<file path="src/rtl/core/ber_pkg.sv">
`default_nettype none

package ber_pkg;

  localparam int unsigned RowW        = 64;
  localparam int unsigned CfgW        = 7;
  localparam int unsigned MaxWidthDef = 64;
  localparam int unsigned QueueDepth  = 2;

  localparam logic [CfgW-1:0] FrameWidthRst = CfgW'(64);

  typedef struct packed {
    logic [RowW-1:0] pixel_row;
    logic            last_row;
  } ber_in_t;

  typedef struct packed {
    logic [RowW-1:0] eroded_row;
    logic            frame_end;
  } ber_out_t;

  // Queue entry control: emit_row carries an eroded row, last adds the closing zero beat
  typedef struct packed {
    logic emit_row;
    logic last;
  } ber_cmd_t;

  localparam int unsigned CmdW = $bits(ber_cmd_t);

endpackage

`default_nettype wire

</file>
<file path="src/rtl/core/binary_erosion_3x3_rows_core.sv">
// 3x3 binary erosion of a bilevel image streamed one row per input beat. A set
// pixel survives only when all eight neighbours are set; pixels outside the
// image, and columns at or beyond frame_width (saturated to MAX_WIDTH), count
// as clear and read back as 0. The first row of a frame gives no output beat,
// each later row gives the eroded row above it, and the row flagged last_row
// also gives an all-zero beat with frame_end set, so a frame of N rows yields
// N output beats. The front stage takes one row every cycle while the queue is
// not full and computes the erosion combinationally; a two-entry queue feeds a
// registered output stage; each result passes the queue, then the output register.
// The sustained rate is one row per cycle while the receiver is ready, set by the
// output stage issuing one beat per cycle. Write frame_width between frames.
`default_nettype none

module binary_erosion_3x3_rows_core import ber_pkg::*; #(
  parameter int unsigned MAX_WIDTH = MaxWidthDef
) (
  input  wire logic            clk_i,
  input  wire logic            rst_ni,
  input  wire logic            cfg_we_i,
  input  wire logic [CfgW-1:0] cfg_wdata_i,
  input  wire logic            in_valid_i,
  output      logic            in_ready_o,
  input  wire ber_in_t         in_data_i,
  output      logic            out_valid_o,
  input  wire logic            out_ready_i,
  output      ber_out_t        out_data_o
);

  localparam int unsigned EntryW = CmdW + MAX_WIDTH;
  localparam int unsigned LvlW   = $clog2(QueueDepth + 1);

  logic                 push, pop, full, empty, pend_last;
  ber_cmd_t             push_cmd, pop_cmd;
  logic [MAX_WIDTH-1:0] push_row, pop_row;
  logic [LvlW-1:0]      level;

  ber_front #(
    .MaxWidth (MAX_WIDTH)
  ) u_front (
    .clk_i       (clk_i),
    .rst_ni      (rst_ni),
    .cfg_we_i    (cfg_we_i),
    .cfg_wdata_i (cfg_wdata_i),
    .in_valid_i  (in_valid_i),
    .in_ready_o  (in_ready_o),
    .in_data_i   (in_data_i),
    .full_i      (full),
    .push_o      (push),
    .push_cmd_o  (push_cmd),
    .push_row_o  (push_row)
  );

  ber_fifo #(
    .Width (EntryW),
    .Depth (QueueDepth)
  ) u_fifo (
    .clk_i       (clk_i),
    .rst_ni      (rst_ni),
    .push_i      (push),
    .push_data_i ({push_cmd, push_row}),
    .full_o      (full),
    .pop_i       (pop),
    .pop_data_o  ({pop_cmd, pop_row}),
    .empty_o     (empty),
    .level_o     (level)
  );

  ber_back #(
    .MaxWidth (MAX_WIDTH)
  ) u_back (
    .clk_i       (clk_i),
    .rst_ni      (rst_ni),
    .empty_i     (empty),
    .pop_o       (pop),
    .pop_cmd_i   (pop_cmd),
    .pop_row_i   (pop_row),
    .out_valid_o (out_valid_o),
    .out_ready_i (out_ready_i),
    .out_data_o  (out_data_o),
    .pend_last_o (pend_last)
  );

  a_end_beat_zero: assert property (@(posedge clk_i) disable iff (!rst_ni)
    out_valid_o && out_data_o.frame_end |-> out_data_o.eroded_row == '0)
    else $error("frame end beat carries pixels");

  a_pend_after_row: assert property (@(posedge clk_i) disable iff (!rst_ni)
    pend_last |-> out_valid_o && !out_data_o.frame_end)
    else $error("closing beat pending without a row beat in flight");

  a_queue_level: assert property (@(posedge clk_i) disable iff (!rst_ni)
    level <= LvlW'(QueueDepth))
    else $error("queue level out of range");

  a_no_lost_push: assert property (@(posedge clk_i) disable iff (!rst_ni)
    push |-> !full)
    else $error("entry pushed into full queue");

endmodule

`default_nettype wire

</file>
<file path="src/rtl/core/ber_front.sv">
`default_nettype none

module ber_front import ber_pkg::*; #(
  parameter int unsigned MaxWidth = MaxWidthDef
) (
  input  wire logic                clk_i,
  input  wire logic                rst_ni,
  input  wire logic                cfg_we_i,
  input  wire logic [CfgW-1:0]     cfg_wdata_i,
  input  wire logic                in_valid_i,
  output      logic                in_ready_o,
  input  wire ber_in_t             in_data_i,
  input  wire logic                full_i,
  output      logic                push_o,
  output      ber_cmd_t            push_cmd_o,
  output      logic [MaxWidth-1:0] push_row_o
);

  logic [CfgW-1:0]     width_q;
  logic [CfgW-1:0]     eff_width;
  logic [MaxWidth-1:0] mask;
  logic [MaxWidth-1:0] row;
  logic [MaxWidth-1:0] upper_q, upper_d;
  logic [MaxWidth-1:0] middle_q, middle_d;
  logic                have_mid_q, have_mid_d;
  logic                accept;
  logic                last;

  always_ff @(posedge clk_i or negedge rst_ni) begin
    if (!rst_ni) begin
      width_q <= FrameWidthRst;
    end else if (cfg_we_i) begin
      width_q <= cfg_wdata_i;
    end
  end

  assign eff_width = (width_q > CfgW'(MaxWidth)) ? CfgW'(MaxWidth) : width_q;

  always_comb begin
    for (int c = 0; c < MaxWidth; c++) begin
      mask[c] = (CfgW'(c) < eff_width);
    end
  end

  assign in_ready_o = ~full_i;
  assign accept     = in_valid_i & ~full_i;
  assign last       = in_data_i.last_row;
  assign row        = in_data_i.pixel_row[MaxWidth-1:0] & mask;

  assign push_o              = accept & (have_mid_q | last);
  assign push_cmd_o.emit_row = have_mid_q;
  assign push_cmd_o.last     = last;
  assign push_row_o = upper_q & middle_q & row
                    & (upper_q << 1) & (upper_q >> 1)
                    & (middle_q << 1) & (middle_q >> 1)
                    & (row << 1) & (row >> 1)
                    & mask;

  always_comb begin
    upper_d    = upper_q;
    middle_d   = middle_q;
    have_mid_d = have_mid_q;
    if (accept) begin
      if (last) begin
        upper_d    = '0;
        middle_d   = '0;
        have_mid_d = 1'b0;
      end else if (have_mid_q) begin
        upper_d  = middle_q;
        middle_d = row;
      end else begin
        upper_d    = '0;
        middle_d   = row;
        have_mid_d = 1'b1;
      end
    end
  end

  always_ff @(posedge clk_i or negedge rst_ni) begin
    if (!rst_ni) begin
      upper_q    <= '0;
      middle_q   <= '0;
      have_mid_q <= 1'b0;
    end else begin
      upper_q    <= upper_d;
      middle_q   <= middle_d;
      have_mid_q <= have_mid_d;
    end
  end

endmodule

`default_nettype wire

</file>
<file path="src/rtl/core/ber_fifo.sv">
`default_nettype none

module ber_fifo #(
  parameter int unsigned Width = 8,
  parameter int unsigned Depth = 2
) (
  input  wire logic                           clk_i,
  input  wire logic                           rst_ni,
  input  wire logic                           push_i,
  input  wire logic [Width-1:0]               push_data_i,
  output      logic                           full_o,
  input  wire logic                           pop_i,
  output      logic [Width-1:0]               pop_data_o,
  output      logic                           empty_o,
  output      logic [$clog2(Depth+1)-1:0]     level_o
);

  localparam int unsigned PtrW = (Depth > 1) ? $clog2(Depth) : 1;
  localparam int unsigned LvlW = $clog2(Depth + 1);

  logic [Width-1:0] mem_q [Depth];
  logic [PtrW-1:0]  wr_ptr_q, rd_ptr_q;
  logic [LvlW-1:0]  level_q;
  logic             do_push, do_pop;

  assign full_o     = (level_q == LvlW'(Depth));
  assign empty_o    = (level_q == '0);
  assign level_o    = level_q;
  assign do_push    = push_i & ~full_o;
  assign do_pop     = pop_i & ~empty_o;
  assign pop_data_o = mem_q[rd_ptr_q];

  always_ff @(posedge clk_i) begin
    if (do_push) begin
      mem_q[wr_ptr_q] <= push_data_i;
    end
  end

  always_ff @(posedge clk_i or negedge rst_ni) begin
    if (!rst_ni) begin
      wr_ptr_q <= '0;
      rd_ptr_q <= '0;
      level_q  <= '0;
    end else begin
      if (do_push) begin
        wr_ptr_q <= (wr_ptr_q == PtrW'(Depth - 1)) ? '0 : wr_ptr_q + PtrW'(1);
      end
      if (do_pop) begin
        rd_ptr_q <= (rd_ptr_q == PtrW'(Depth - 1)) ? '0 : rd_ptr_q + PtrW'(1);
      end
      if (do_push && !do_pop) begin
        level_q <= level_q + LvlW'(1);
      end else if (do_pop && !do_push) begin
        level_q <= level_q - LvlW'(1);
      end
    end
  end

endmodule

`default_nettype wire

</file>
<file path="src/rtl/core/ber_back.sv">
`default_nettype none

module ber_back import ber_pkg::*; #(
  parameter int unsigned MaxWidth = MaxWidthDef
) (
  input  wire logic                clk_i,
  input  wire logic                rst_ni,
  input  wire logic                empty_i,
  output      logic                pop_o,
  input  wire ber_cmd_t            pop_cmd_i,
  input  wire logic [MaxWidth-1:0] pop_row_i,
  output      logic                out_valid_o,
  input  wire logic                out_ready_i,
  output      ber_out_t            out_data_o,
  output      logic                pend_last_o
);

  logic     valid_q, valid_d;
  logic     pend_q, pend_d;
  ber_out_t out_q, out_d;
  logic     load;

  assign load = ~valid_q | out_ready_i;

  always_comb begin
    pop_o   = 1'b0;
    valid_d = valid_q;
    pend_d  = pend_q;
    out_d   = out_q;
    if (load) begin
      if (pend_q) begin
        // closing beat of the frame: last row erodes to zero
        valid_d          = 1'b1;
        pend_d           = 1'b0;
        out_d.eroded_row = '0;
        out_d.frame_end  = 1'b1;
      end else if (!empty_i) begin
        pop_o   = 1'b1;
        valid_d = 1'b1;
        if (pop_cmd_i.emit_row) begin
          out_d.eroded_row = RowW'(pop_row_i);
          out_d.frame_end  = 1'b0;
          pend_d           = pop_cmd_i.last;
        end else begin
          out_d.eroded_row = '0;
          out_d.frame_end  = 1'b1;
        end
      end else begin
        valid_d = 1'b0;
      end
    end
  end

  always_ff @(posedge clk_i or negedge rst_ni) begin
    if (!rst_ni) begin
      valid_q <= 1'b0;
      pend_q  <= 1'b0;
    end else begin
      valid_q <= valid_d;
      pend_q  <= pend_d;
    end
  end

  always_ff @(posedge clk_i) begin
    out_q <= out_d;
  end

  assign out_valid_o = valid_q;
  assign out_data_o  = out_q;
  assign pend_last_o = pend_q;

endmodule

`default_nettype wire

</file>
<file path="config.mk">
export PLATFORM = sky130hd
export DESIGN_NAME = binary_erosion_3x3_rows_core
export DESIGN_NICKNAME = d
export VERILOG_FILES = /design/src/rtl/core/ber_pkg.sv /design/src/rtl/core/binary_erosion_3x3_rows_core.sv /design/src/rtl/core/ber_front.sv /design/src/rtl/core/ber_fifo.sv /design/src/rtl/core/ber_back.sv
export SDC_FILE = /design/constraint.sdc
export NUM_CORES = 1
export LEC_CHECK = 0
export BUFFER_PORTS_ARGS = -buffer_cell sky130_fd_sc_hd__clkbuf_2
export CAP_MARGIN = 10
export CORE_MARGIN = 2
export CORE_UTILIZATION = 63
export CTS_CLUSTER_DIAMETER = 60
export DETAILED_ROUTE_END_ITERATION = 16
export PLACE_DENSITY_LB_ADDON = 0.15
export SYNTH_ARGS = -nofsm -noshare
export SYNTH_HDL_FRONTEND = slang
export SYNTH_SLANG_ARGS = --single-unit
</file>
<file path="constraint.sdc">
create_clock -name clk_i -period 9.7 [get_ports clk_i]
set_input_delay 0.485 -clock clk_i [delete_from_list [all_inputs] [get_ports clk_i]]
set_output_delay 0.485 -clock clk_i [all_outputs]
set_load 0.01 [all_outputs]
</file>
# Word level (Yosys, flattened, before mapping)
# Memory sizes are Yosys's and may differ from the RTL's.
# Index checks and enable logic that the tools add are counted.
dict set report classes {
  n_reduce_logical 7
  add_sub_neg 4
  mux 20
  bitwise 19
  magnitude_cmp 65
  n_eq_ne 2
}
# operator n
set ops {}
lappend ops {{AND 64 bit} 7}
lappend ops {{less-than comparator 6 x 7 -> 1 bit (first input constant)} 32}
lappend ops {{AND 64 x 63 -> 64 bit} 3}
lappend ops {{two-way mux 64 bit} 3}
lappend ops {{two-way mux 65 bit} 2}
lappend ops {{less-than comparator 5 x 7 -> 1 bit (first input constant)} 16}
lappend ops {{less-than comparator 4 x 7 -> 1 bit (first input constant)} 8}
lappend ops {{less-than comparator 3 x 7 -> 1 bit (first input constant)} 4}
lappend ops {{less-than comparator 1 x 7 -> 1 bit (first input constant)} 2}
lappend ops {{less-than comparator 2 x 7 -> 1 bit (first input constant)} 2}
lappend ops {{two-way mux 1 bit} 12}
lappend ops {{greater-than comparator 7 bit (second input constant)} 1}
lappend ops {{two-way mux 7 bit} 1}
lappend ops {{AND 1 bit} 4}
lappend ops {{two-way mux 2 bit} 2}
lappend ops {{inverter 1 bit} 3}
lappend ops {{adder 1 bit (second input constant)} 2}
lappend ops {{adder 2 x 1 -> 2 bit (second input constant)} 1}
lappend ops {{equality test 2 bit (second input constant)} 1}
lappend ops {{logical AND 1 bit} 2}
lappend ops {{zero test 1 bit} 2}
lappend ops {{zero test 2 bit} 1}
lappend ops {{inequality test 2 bit (second input constant)} 1}
lappend ops {{bitwise OR 1 bit} 2}
lappend ops {{other kinds (3)} 3}
dict set report word_totals {
  ramBits 132
  register_bits 207
  wordCells 129
  n_memories 1
  output_inout_bits 67
}
# memory words word_bits rd rd_ports_with_merged_regs wr line_no
set memory_table {}
lappend memory_table {u_fifo.mem_q 2 66 1 0 1 ber_fifo.sv:21} ;# logic [Width-1:0] mem_q [Depth];

# Logic depth before layout (Yosys ltp)
# Gate-level depths: netlist of the first run.
dict set report logic_depth {
  word_depth 12
  ltp_mapped 9
}

# Hierarchy
# A second synthesis of the first run with hierarchy kept.
dict set report hier_totals {
  hier_cells 1059
  area_unflattened_um2 14401.3
}
# module instances cells_per_inst area_per_inst_um2 seq_area_each_um2
set modules_own_cells {}
lappend modules_own_cells {ber_front 1 686 6789.0 3404.5}
lappend modules_own_cells {ber_fifo 1 224 5072.4 4063.9}
lappend modules_own_cells {ber_back 1 149 2539.9 2001.9}

# Worst setup path before layout of the first run
# No wires, ideal clock.
dict set report synth_path {
  kind {register to register}
  start {register u_fifo.level_q[0] (netlist: u_fifo.level_o[0])}
  end {memory u_fifo.mem_q[0][10] (netlist name), enable pin}
  slack_ns 5.290
  t_required_ns 9.213
  synth_period_minus_slack_ns 4.410
  path_buffers 1
  setup_ns 0.487
  arrival_ns 3.923
  path_stages_with_launch 6
  cell_sequence {dfrtp_1 > nand2b_1 > and2_1 > clkbuf_1 > o21ai_0 > nor2_1}
}
dict set report synth_between {
  elab_chain_len 7
}
# item line_no
set synth_lines {}
lappend synth_lines {{start: declaration} ber_fifo.sv:23} ;# logic [LvlW-1:0] level_q;
lappend synth_lines {{start signal: assignment} ber_fifo.sv:52} ;# level_q <= level_q + LvlW'(1);
lappend synth_lines {{start signal: assignment} ber_fifo.sv:54} ;# level_q <= level_q - LvlW'(1);
lappend synth_lines {{equality test 2 bit *} ber_fifo.sv:26} ;# assign full_o = (level_q == LvlW'(Depth));
lappend synth_lines {{inverter 1 bit *} n/a}
lappend synth_lines {{named net in_ready_o} binary_erosion_3x3_rows_core.sv:22} ;# output logic in_ready_o,
lappend synth_lines {{AND 1 bit} ber_front.sv:46} ;# assign accept = in_valid_i & ~full_i;
lappend synth_lines {{AND 1 bit} ber_front.sv:50} ;# assign push_o = accept & (have_mid_q | last);
lappend synth_lines {{AND 1 bit *} ber_fifo.sv:29} ;# assign do_push = push_i & ~full_o;
lappend synth_lines {{two-way mux 1 bit *} ber_fifo.sv:34} ;# if (do_push) begin
lappend synth_lines {{two-way mux 1 bit (not written as such) *} ber_fifo.sv:35} ;# mem_q[wr_ptr_q] <= push_data_i;
lappend synth_lines {{end: declaration} ber_fifo.sv:21}
# Mark *: on every way through the listed nets, which the timed path passes. The rest lies on a longest branch.

# Final worst setup path of the first run
dict set report layout_path {
  start {register u_fifo.level_q[0] (netlist: u_fifo.level_o[0])}
  end {memory u_fifo.mem_q[1][35] (netlist name), enable pin}
}
dict set report layout_between {
  elab_chain_len 7
}
# item line_no
set layout_lines {}
lappend layout_lines {{equality test 2 bit *} ber_fifo.sv:26}
lappend layout_lines {{inverter 1 bit *} {ber_front.sv:46, ber_fifo.sv:29}}
lappend layout_lines {{AND 1 bit} ber_front.sv:46}
lappend layout_lines {{AND 1 bit} ber_front.sv:50}
lappend layout_lines {{AND 1 bit *} ber_fifo.sv:29}
lappend layout_lines {{two-way mux 1 bit *} ber_fifo.sv:34}
lappend layout_lines {{two-way mux 1 bit (not written as such) *} ber_fifo.sv:35}
# Mark *: on every way between the ends. The rest lies on a longest branch, timed or not.

==> impl_metrics.tcl, run 1 <==
set metrics [dict create \
    fillers 1419 \
    min_path_cells 3 \
    drtPass1Iterations 7 \
    postRouteWirelength_mm 32.4 \
    num_rows 54 \
    p_per_area_nw_per_um2 279 \
    track_usage_pct 28.2 \
    cts.sinks 333 \
    routedWlPerCell_um 21.5 \
    drt_first_iter_violations 1075 \
    async_reset_ff_share_pct 42.6 \
    setup_slack_ns 6.23 \
    synth.avg_cell_area_um2 12.9 \
    placed_area_um2 14700 \
    cts_buffers 36 \
    cts_root_buf "clkbuf_16" \
    reg2reg_depth 5 \
    synth_top_cell_by_area "edfxtp_1" \
    reg2reg_to "u_fifo.mem_q[1][35]$_DFFE_PP_" \
    antenna_found_initial 0 \
    timing.rr.start "u_fifo.level_o[0]$_DFFE_PN0P_" \
    io_buffers 141 \
    grt_pass1_vias 9339 \
    fin_area_um2 15900 \
    tightest_slew_ns 1.14 \
    drive_above_1_share_pct 19.3 \
    p_leak_nw 6.54 \
    synth_ff_type "edfxtp_1" \
    clkTransAtPathRegs_ns 0.06 \
    grt_pass1_wl_mm 51.4 \
    avgViaCountPerCell 6.35 \
    clock_skew_ns 0.0114 \
    final_net_count 1280 \
    synth_seq_cells 333 \
    peakVddDrop_v 0.000181 \
    max-clock-path-buffers 3 \
    initial_core_util_pct 63.7 \
    cp-start-kind "flip-flop" \
    io_pins 144 \
    drv_slew 0 \
    worst_hold_path_type "in -> reg" \
    cp_data_required_time_ns 9.84 \
    final.min_clock_period_ns 3.47 \
    synth_commonest_cells "191 x edfxtp_1, 141 x dfrtp_1, 122 x nand2_1" \
    maxCapViolCount 0 \
    hold_ws_ns 0.213 \
    clkLatencyLatePin_ns 0.51 \
    htree_levels 2 \
    grt_max_degree 98 \
    max_slew_margin_pct 23.9 \
    dieArea_um2 23100 \
    rsz0062_at_grt "no" \
    vias 9574 \
    cts_setup_buffers 0 \
    max_freq_mhz 288 \
    antenna_cells 0 \
    power_mw 4.43 \
    hold_viol 0 \
    fin_crit_sh_pct 35.8 \
    yosysWarnings 0 \
    drtAntennaViolNets 0 \
    yosys-top-cells-area "edfxtp_1 42%, dfrtp_1 26%, mux2i_1 4.6%" \
    cts_tree "yes" \
    die_y_um 152 \
    yosysUniqueCellTypes 67 \
    die_w_um 152 \
    dp_hpwl_mm 20.8 \
    synth_most_common_cell "edfxtp_1" \
    syn-cell-area_um2 13800 \
    gp_congestion 0.863 \
    critPathMaxFanout 33 \
    setup_tns_ns 0 \
    r2r_setup_slack_ns 6.23 \
    drcViolationCount 0 \
    setup_viol 0 \
    ys_seq_area_share_pct 67.3 \
    grt.overflow.total 0 \
    synth_edf_count 191 \
    core_area_um2 21700 \
    cp_data_arrival_time_ns 3.61 \
    pre_cts_ws_ns 6.16 \
    area_growth_syn_to_layout_pct 15.0 \
    yosys.area.top_type_share_pct 41.5 \
    end_kind "flip-flop" \
    hold_end "u_front.width_q[4]$_DFFE_PN0P_" \
    netlist_instances 1074 \
    crit_type "reg -> reg" \
    holdCritStartpoint "cfg_wdata_i[4]" \
    status "finished, final reports clean" \
]
## critical path, stage by stage, from the launching register on
cell and delay, ns:
dfrtp_1 0.43, nand2b_1 0.31, and2_1 0.47, o21ai_0 0.43
nor2_4 0.89, buf_4 0.56
## cells by family after synthesis
group | synth area share [%]
other | 0.0272
AO/OA/AOI/OAI | 10.6
flip-flops | 67.3
buffers and inverters | 2.93
multiplexers | 4.96
AND/OR/NAND/NOR | 13.8
adder cells (fa/ha/maj) | 0.0906
XOR/XNOR | 0.317
## repair_timing
item | CTS | global route
hold buffers | 1 | 0
endpoints found under the hold margin | 6 | 0
resized for setup | 0 | 0
## layer usage
metal  wire length [um]  vias to the layer above  GRT usage, %
met5                  0                        -             0
met4                916                        0          10.0
met3               2420                       71          4.96
met2              15800                      438          44.9
met1              13200                     4779          40.0
li1                   -                     4286             -
## area by class of cell
class                      instances  area (um^2)  area share [%]
multi-input combinational        656         4160            26.2
clock buffer                      50         1020            6.45
inverter                          19         71.3           0.449
tap                              280          350            2.21
sequential                       333         9290            58.5
clock inverter                    14          139           0.875
timing repair buffer             156          840            5.29
## worst max-delay path by stage
stage / from / endpoint / slack (ns) / depth (start not counted)
2_1_floorplan: u_fifo.level_o[0]$_DFFE_PN0P_ / u_fifo.mem_q[0][10]$_DFFE_PP_ / 5.29 / 5
3_3_place_gp: in_data_i[0] / u_fifo.mem_q[0][60]$_DFFE_PP_ / 6.27 / 4
3_5_place_dp: in_data_i[0] / u_fifo.mem_q[0][56]$_DFFE_PP_ / 6.16 / 4
4_1_cts: u_fifo.level_o[0]$_DFFE_PN0P_ / u_fifo.mem_q[0][58]$_DFFE_PP_ / 6.19 / 5
5_1_grt: u_fifo.level_o[0]$_DFFE_PN0P_ / u_fifo.mem_q[0][59]$_DFFE_PP_ / 6.02 / 5
6_report: u_fifo.level_o[0]$_DFFE_PN0P_ / u_fifo.mem_q[1][35]$_DFFE_PP_ / 6.23 / 5
## metrics by stage
step	utilization, %	cells
floorplan	-	1075
global placement	67.7	1442
detailed placement	67.7	1442
CTS	73.1	1507
global route	73.2	1508
finish	73.2	1508
## registers in the layout, indices dropped and copies added, names as in the netlist
signal	count
u_front.middle_q	64
u_back.out_valid_o	1
u_front.upper_q	64
u_fifo.mem_q	128
u_front.have_mid_q	1
u_fifo.wr_ptr_q	1
u_back.out_data_o	63
u_back.pend_last_o	1
u_front.width_q	7
u_fifo.level_o	2
u_fifo.rd_ptr_q	1
## where the power goes
group | internal (mW) | switching, mW | total (mW)
Clock | 0.794 | 0.535 | 1.33
Sequential | 1.93 | 0.163 | 2.10
Combinational | 0.354 | 0.653 | 1.01
## layout by cell type, fill, tap and decap left out, drive strengths merged, types with 3 or more instances in the layout
cell type,instances
a211o,5
a211oi,4
a21boi,3
a21o,3
a21oi,13
a22o,70
a31oi,4
a32o,13
and2,5
and3,13
buf,15
clkbuf,190
clkinv,7
clkinvlp,5
dfrtp,141
edfxtp,191
inv,19
mux2,4
mux2i,64
nand2,122
nand2b,5
nand3,48
nand4,18
nand4b,5
nor2,105
nor2b,3
nor3,21
nor3b,3
nor4,10
nor4b,7
o21ai,40
o31ai,13
o41ai,15
or2,5
or3,6
or3b,3
or4,3
xnor2,3
Note: power is estimated with default switching activity, not from simulation.
==> inputs of run 2 (changes only) <==
ABC_AREA = 1   (was not set)
CORE_UTILIZATION = 59   (was 63)
clock period = 3.6 ns   (was 9.7 ns; I/O delays follow)
==> run 2 against run 1 <==
  * Via count up 10%
  * Power rose to 2.7 times the previous value
  * Synthesized area up 1.4%
  * Design area up 4.0%
  * Routed wire length up 6.0%
  * First-iteration DRC count up 15%
==> impl_metrics.tcl, run 2 <==
set metrics [dict create \
    area_growth_syn_to_layout_pct 18.0 \
    startpoint "u_front.width_q[2]$_DFFE_PN0P_" \
    postRouteWirelength_mm 34.3 \
    largest_register_ffs 128 \
    initial_core_util_pct 59.8 \
    clkTransAtPathRegs_ns 0.06 \
    cts_root_buf "clkbuf_16" \
    fillers 1734 \
    antenna_cells 0 \
    ys_seq_area_share_pct 66.4 \
    path_cells "nor2_1 -> nand3_1 -> nand2_2 -> nand2_1 -> nand2_1 -> o21ai_2 -> inv_2 -> nand2_1 -> nor2_1" \
    synth.avg_cell_area_um2 10.8 \
    clock_skew_ns 0.00935 \
    synth_most_common_cell "nand2_1" \
    top_register "u_fifo.mem_q" \
    cp-start-kind "flip-flop" \
    final_common_cell "nand2_1" \
    yosysUniqueCellTypes 49 \
    synth_seq_cells 333 \
    cpPeakStageDelay_ns 0.59 \
    clkLatencyLatePin_ns 0.51 \
    yosys.area.top_type_share_pct 41.0 \
    final_cell_mix "340 x nand2_1, 191 x edfxtp_1, 140 x clkbuf_2, 140 x dfrtp_1, 87 x nor2_1" \
    cp_data_arrival_time_ns 2.59 \
    reg2reg_to "u_fifo.mem_q[1][10]$_DFFE_PP_" \
    maxCapViolCount 0 \
    dp_hpwl_mm 21.4 \
    avgViaCountPerCell 5.80 \
    final_net_count 1551 \
    core_area_um2 23400 \
    io_pins 144 \
    fin_area_um2 16500 \
    grt.overflow.total 0 \
    crit_family "simple AND/OR/NAND/NOR gates" \
    cts.sinks 333 \
    critPathMaxFanout 14 \
    track_usage_pct 28.1 \
    drv_slew 0 \
    worst-path-stages 9 \
    syn-cell-area_um2 14000 \
    drive_above_1_share_pct 17.3 \
    top_regs "u_fifo.mem_q (128), u_front.middle_q (64), u_front.upper_q (64)" \
    netlist_instances 1299 \
    crit_buf_inv 1 \
    htree_levels 2 \
    grt_max_degree 96 \
    power_mw 12.0 \
    max_freq_mhz 427 \
    antenna_found_initial 0 \
    status "finished, final reports clean" \
    fin_crit_sh_pct 65.0 \
    reg2reg_depth 9 \
    tightest_slew_ns 1.03 \
    hold_ws_ns 0.00453 \
    synth_top_cell_by_area "edfxtp_1" \
    final.min_clock_period_ns 2.34 \
    regArea_um2 9290 \
    routedWlPerCell_um 18.9 \
    die_w_um 158 \
    cp_data_required_time_ns 3.85 \
    hold_viol 0 \
    p_leak_nw 6.73 \
    synth_ff_type "edfxtp_1" \
    num_rows 56 \
    drt_first_iter_violations 1240 \
    cts_tree "yes" \
    cts_setup_buffers 0 \
    dieArea_um2 25000 \
    grt_pass1_vias 10202 \
    r2r_setup_slack_ns 1.26 \
    max_slew_margin_pct 31.3 \
    drtAntennaViolNets 0 \
    cts_buffers 35 \
    crit_type "reg -> reg" \
    gp_congestion 0.923 \
    yosys-top-cells-area "edfxtp_1 41%, dfrtp_1 25%, nand2_1 9.1%" \
    placed_area_um2 15000 \
    yosysWarnings 0 \
    crit_end "u_fifo.mem_q[1][10]$_DFFE_PP_" \
    p_per_area_nw_per_um2 728 \
    cp_slowest_cell "dfrtp_1" \
    crit_top_cell "nand2_1" \
    rsz0062_at_grt "no" \
    synth_commonest_cells "341 x nand2_1, 191 x edfxtp_1, 141 x dfrtp_1" \
    end_kind "flip-flop" \
    io_buffers 141 \
    setup_viol 0 \
    max-clock-path-buffers 3 \
    drcViolationCount 0 \
    vias 10538 \
    multi_input_area_um2 4140 \
    grt_pass1_wl_mm 53.8 \
    peakVddDrop_v 0.000516 \
    timing.rr.start "u_front.width_q[2]$_DFFE_PN0P_" \
    die_y_um 158 \
    drtPass1Iterations 6 \
    async_reset_ff_share_pct 42.6 \
    synth_edf_count 191 \
    worst_hold_path_type "in -> reg" \
]
-- run 2: layout make-up --
type / instances / share of cell area [%]
well taps: 319 / 2.42
clock inverters: 13 / 0.667
repair buffers: 196 / 7.40
multi-input cells: 812 / 25.1
flip-flops and latches: 333 / 56.3
clock buffers: 50 / 5.96
inverters: 95 / 2.20
-- run 2: kinds of logic after synthesis --
family | count (synthesis) | share of synthesized area [%]
xor gates and xnor gates | 4 | 0.250
buffers and inverters | 155 | 4.41
muxes | 3 | 0.232
DFF | 333 | 66.4
adders and majority gates | 1 | 0.0894
other | 1 | 0.0268
AOI/OAI and AO/OA | 212 | 10.4
and+or+nand+nor | 590 | 18.3
-- run 2: timing repair --
action,in CTS,in global routing
hold endpoints to repair,114,0
hold buffers,39,0
resized for setup,0,0
-- run 2: worst reg2reg max path, delay by kind of cell (launching register included) --
kind                   cells  cell delay [ns]
and+or+nand+nor            7             1.20
DFF                        1             0.59
AOI/OAI and AO/OA          1             0.25
buffers and inverters      1             0.05
-- run 2: stage by stage --
stage / setup slack [ns] / utilization [%] / cells / setup TNS, ns
after detailed placement: 1.32 / 64.2 / 1716 / 0
after CTS: 1.31 / 70.6 / 1818 / 0
after floorplan: -0.732 / - / 1300 / -93.70
final: 1.26 / 70.6 / 1818 / 0
after global placement: 1.39 / 64.2 / 1716 / 0
after global routing: 1.10 / 70.6 / 1818 / 0
-- run 2: power by group --
| group | internal [mW] | switching, mW | leakage (nW) |
|---|---|---|---|
| combinational | 0.848 | 2.12 | 2.44 |
| clock | 2.05 | 1.41 | 0.535 |
| sequential | 5.20 | 0.393 | 3.75 |
| total | 8.10 | 3.93 | 6.73 |
-- run 2: layer usage --
metal | track usage, % | vias to the layer above | share of wire (%)
li1 | - | 4902 | -
met1 | 40.2 | 5125 | 43
met2 | 44.1 | 443 | 47
met3 | 5.04 | 68 | 7.9
met4 | 9.05 | 0 | 2.6
met5 | 0 | - | 0
-- run 2: worst min path at each step --
stage                  start                          endpoint  slack (ns)  cells past startpoint
6_report       in_data_i[46]  u_front.middle_q[45]$_DFFE_PN0P_       0.005                      3
5_1_grt        in_data_i[64]  u_front.middle_q[63]$_DFFE_PN0P_        0.01                      3
4_1_cts        in_data_i[34]  u_front.middle_q[33]$_DFFE_PN0P_      0.0002                      3
3_5_place_dp          rst_ni    u_back.out_valid_o$_DFFE_PN0N_        0.27                      1
3_3_place_gp          rst_ni    u_back.out_valid_o$_DFFE_PN0N_        0.27                      1
2_1_floorplan         rst_ni    u_back.out_valid_o$_DFFE_PN0N_       -0.12                      0
==> inputs of run 3 (changes only) <==
clock period = 2.28 ns   (was 3.6 ns; I/O delays follow)
==> run 3 against run 2 <==
  * First-iteration DRC count is 27% lower
  * Critical path depth down 2
  * Hold slack improved by 0.0080 ns
  * Routed wire length up 2.0%
  * Global-route usage rose by 0.65 points
  * Highest routed layer unchanged
  * Register-to-register slack got worse by 1.2 ns
  * Power rose by 61%
  * Largest cell class unchanged
  * Sequential share of layout area shrank 1.7 points
  * Final cell count up 1.9%
==> impl_metrics.tcl, run 3 (synthesized netlist as in run 2, its figures left out) <==
set metrics [dict create \
    status "finished, final reports clean" \
    placed_area_um2 15300 \
    worst_hold_path_type "in -> reg" \
    setup_viol 0 \
    cts_buffers 35 \
    routedWlPerCell_um 18.9 \
    final_common_cell "nand2_1" \
    crit_top_cell "nand2_1" \
    path_cells "inv_4 -> nand3_4 -> inv_1 -> nand2_1 -> nand2_1 -> nand3_1 -> nor4_1" \
    setup_slack_ns 0.0720 \
    dieArea_um2 25000 \
    crit_type "reg -> reg" \
    hold_ws_ns 0.0126 \
    cts.sinks 333 \
    die_y_um 158 \
    hold_viol 0 \
    critPathMaxFanout 10 \
    max-clock-path-buffers 3 \
    cts_setup_buffers 0 \
    rsz0062_at_grt "yes" \
    grt_pass1_wl_mm 54.8 \
    cts_tree "yes" \
    core_area_um2 23400 \
    gp_congestion 0.952 \
    dp_hpwl_mm 22.2 \
    clock_skew_ns 0.0118 \
    setup_tns_ns 0 \
    max_freq_mhz 453 \
    largest_register_ffs 128 \
    io_buffers 141 \
    antenna_found_initial 0 \
    avgViaCountPerCell 5.76 \
    top_register "u_fifo.mem_q" \
    cp_data_arrival_time_ns 2.46 \
    grt_pass1_vias 10355 \
    cp-start-kind "flip-flop" \
    top_regs "u_fifo.mem_q (128), u_front.middle_q (64), u_front.upper_q (64)" \
    end_kind "flip-flop" \
    clkLatencyLatePin_ns 0.51 \
    drive_above_1_share_pct 17.9 \
    area_growth_syn_to_layout_pct 21.5 \
    crit_family "simple AND/OR/NAND/NOR gates" \
    drtPass1Iterations 5 \
    final_cell_mix "339 x nand2_1, 191 x edfxtp_1, 140 x clkbuf_2, 140 x dfrtp_1, 87 x nor2_1" \
    grt_max_degree 89 \
    maxCapViolCount 0 \
    cp_slowest_cell "nor4_1" \
    peakVddDrop_v 0.000801 \
    tightest_slew_ns 0.933 \
    crit_buf_inv 2 \
    cp_data_required_time_ns 2.53 \
    max_slew_margin_pct 37.8 \
    p_leak_nw 6.94 \
    cts_root_buf "clkbuf_16" \
    die_w_um 158 \
    final_net_count 1586 \
    fin_area_um2 17000 \
    grt.overflow.total 0 \
    final.min_clock_period_ns 2.21 \
    drtAntennaViolNets 0 \
    initial_core_util_pct 59.8 \
    vias 10671 \
    clkTransAtPathRegs_ns 0.06 \
    antenna_cells 0 \
    htree_levels 2 \
    num_rows 56 \
    track_usage_pct 28.7 \
    fin_crit_sh_pct 96.8 \
    cpPeakStageDelay_ns 0.46 \
    pre_cts_ws_ns 0.173 \
    p_per_area_nw_per_um2 1140 \
    io_pins 144 \
    drt_first_iter_violations 911 \
    drv_slew 0 \
    drcViolationCount 0 \
    postRouteWirelength_mm 35.0 \
]
==> run 3: cell types whose count changed in the layout (fill, tap and decap cells not counted), moves of 2 or more <==
cell | before | now
buf_4 | 16 | 19
clkbuf_1 | 12 | 15
buf_12 | 0 | 9
dlygate4sd3_1 | 39 | 62
clkbuf_16 | 37 | 39
clkinv_1 | 5 | 2
nand2_4 | 1 | 3
clkinv_2 | 7 | 4
==> run 3: final cells by class <==
type | count | area (um^2)
inverter | 95 | 363
multi-input combinational | 812 | 4170
fill | 1668 | 6390
clock buffer | 55 | 1050
tap | 319 | 399
clock inverter | 8 | 91.3
timing repair buffer | 231 | 1660
sequential | 333 | 9290
==> run 3: power breakdown <==
part	internal (mW)	leakage, nW	total (mW)	switching, mW
registers	8.20	3.75	8.84	0.642
logic	1.54	2.64	4.89	3.35
clock network	3.38	0.547	5.61	2.22
total	13.1	6.94	19.3	6.21
==> run 3: final timing paths <==
check                                                from                                to  slack [ns]  depth (start not counted)
setup / recovery           u_front.width_q[6]$_DFFE_PN1P_     u_fifo.mem_q[1][55]$_DFFE_PP_        0.07                          7
hold reg to reg            u_front.upper_q[9]$_DFFE_PN0P_    u_front.upper_q[9]$_DFFE_PN0P_        0.49                          1
hold / removal                              in_data_i[17]  u_front.middle_q[16]$_DFFE_PN0P_        0.01                          5
max in group asynchronous                          rst_ni  u_front.middle_q[47]$_DFFE_PN0P_        1.35                          3
setup reg to reg           u_front.width_q[6]$_DFFE_PN1P_     u_fifo.mem_q[1][55]$_DFFE_PP_        0.07                          7
min in group asynchronous                          rst_ni   u_front.middle_q[3]$_DFFE_PN0P_        0.19                          2
==> run 3: metal layers <==
metal / vias to the layer above / global-route usage [%] / part of all wire [%]
met2: 435 / 48.4 / 49
met1: 5195 / 38.6 / 41
met3: 68 / 5.15 / 7.2
met5: - / 0 / 0
li1: 4973 / - / -
met4: 0 / 8.32 / 2.3
==> run 3: worst reg2reg max path: cells and delay by family (launching register included) <==
kind                   cells  cell delay, ns
buffers and inverters      2            0.24
flip-flops                 1            0.43
AND/OR/NAND/NOR            5            1.29
==> run 3: timing repair <==
item                                   4_1_cts  5_1_grt
setup endpoints to repair                    0        2
endpoints found under the hold margin      133        0
gates resized for setup                      0        0
hold buffers                                62        0
==> run 3: per-stage QoR <==
step                power [mW]  util [%]  cells
finish                    19.3      72.7   1853
global route              20.3      72.7   1853
CTS                       19.4      72.7   1853
floorplan                 11.7         -   1300
global placement          13.6      65.2   1728
detailed placement        13.7      65.2   1728
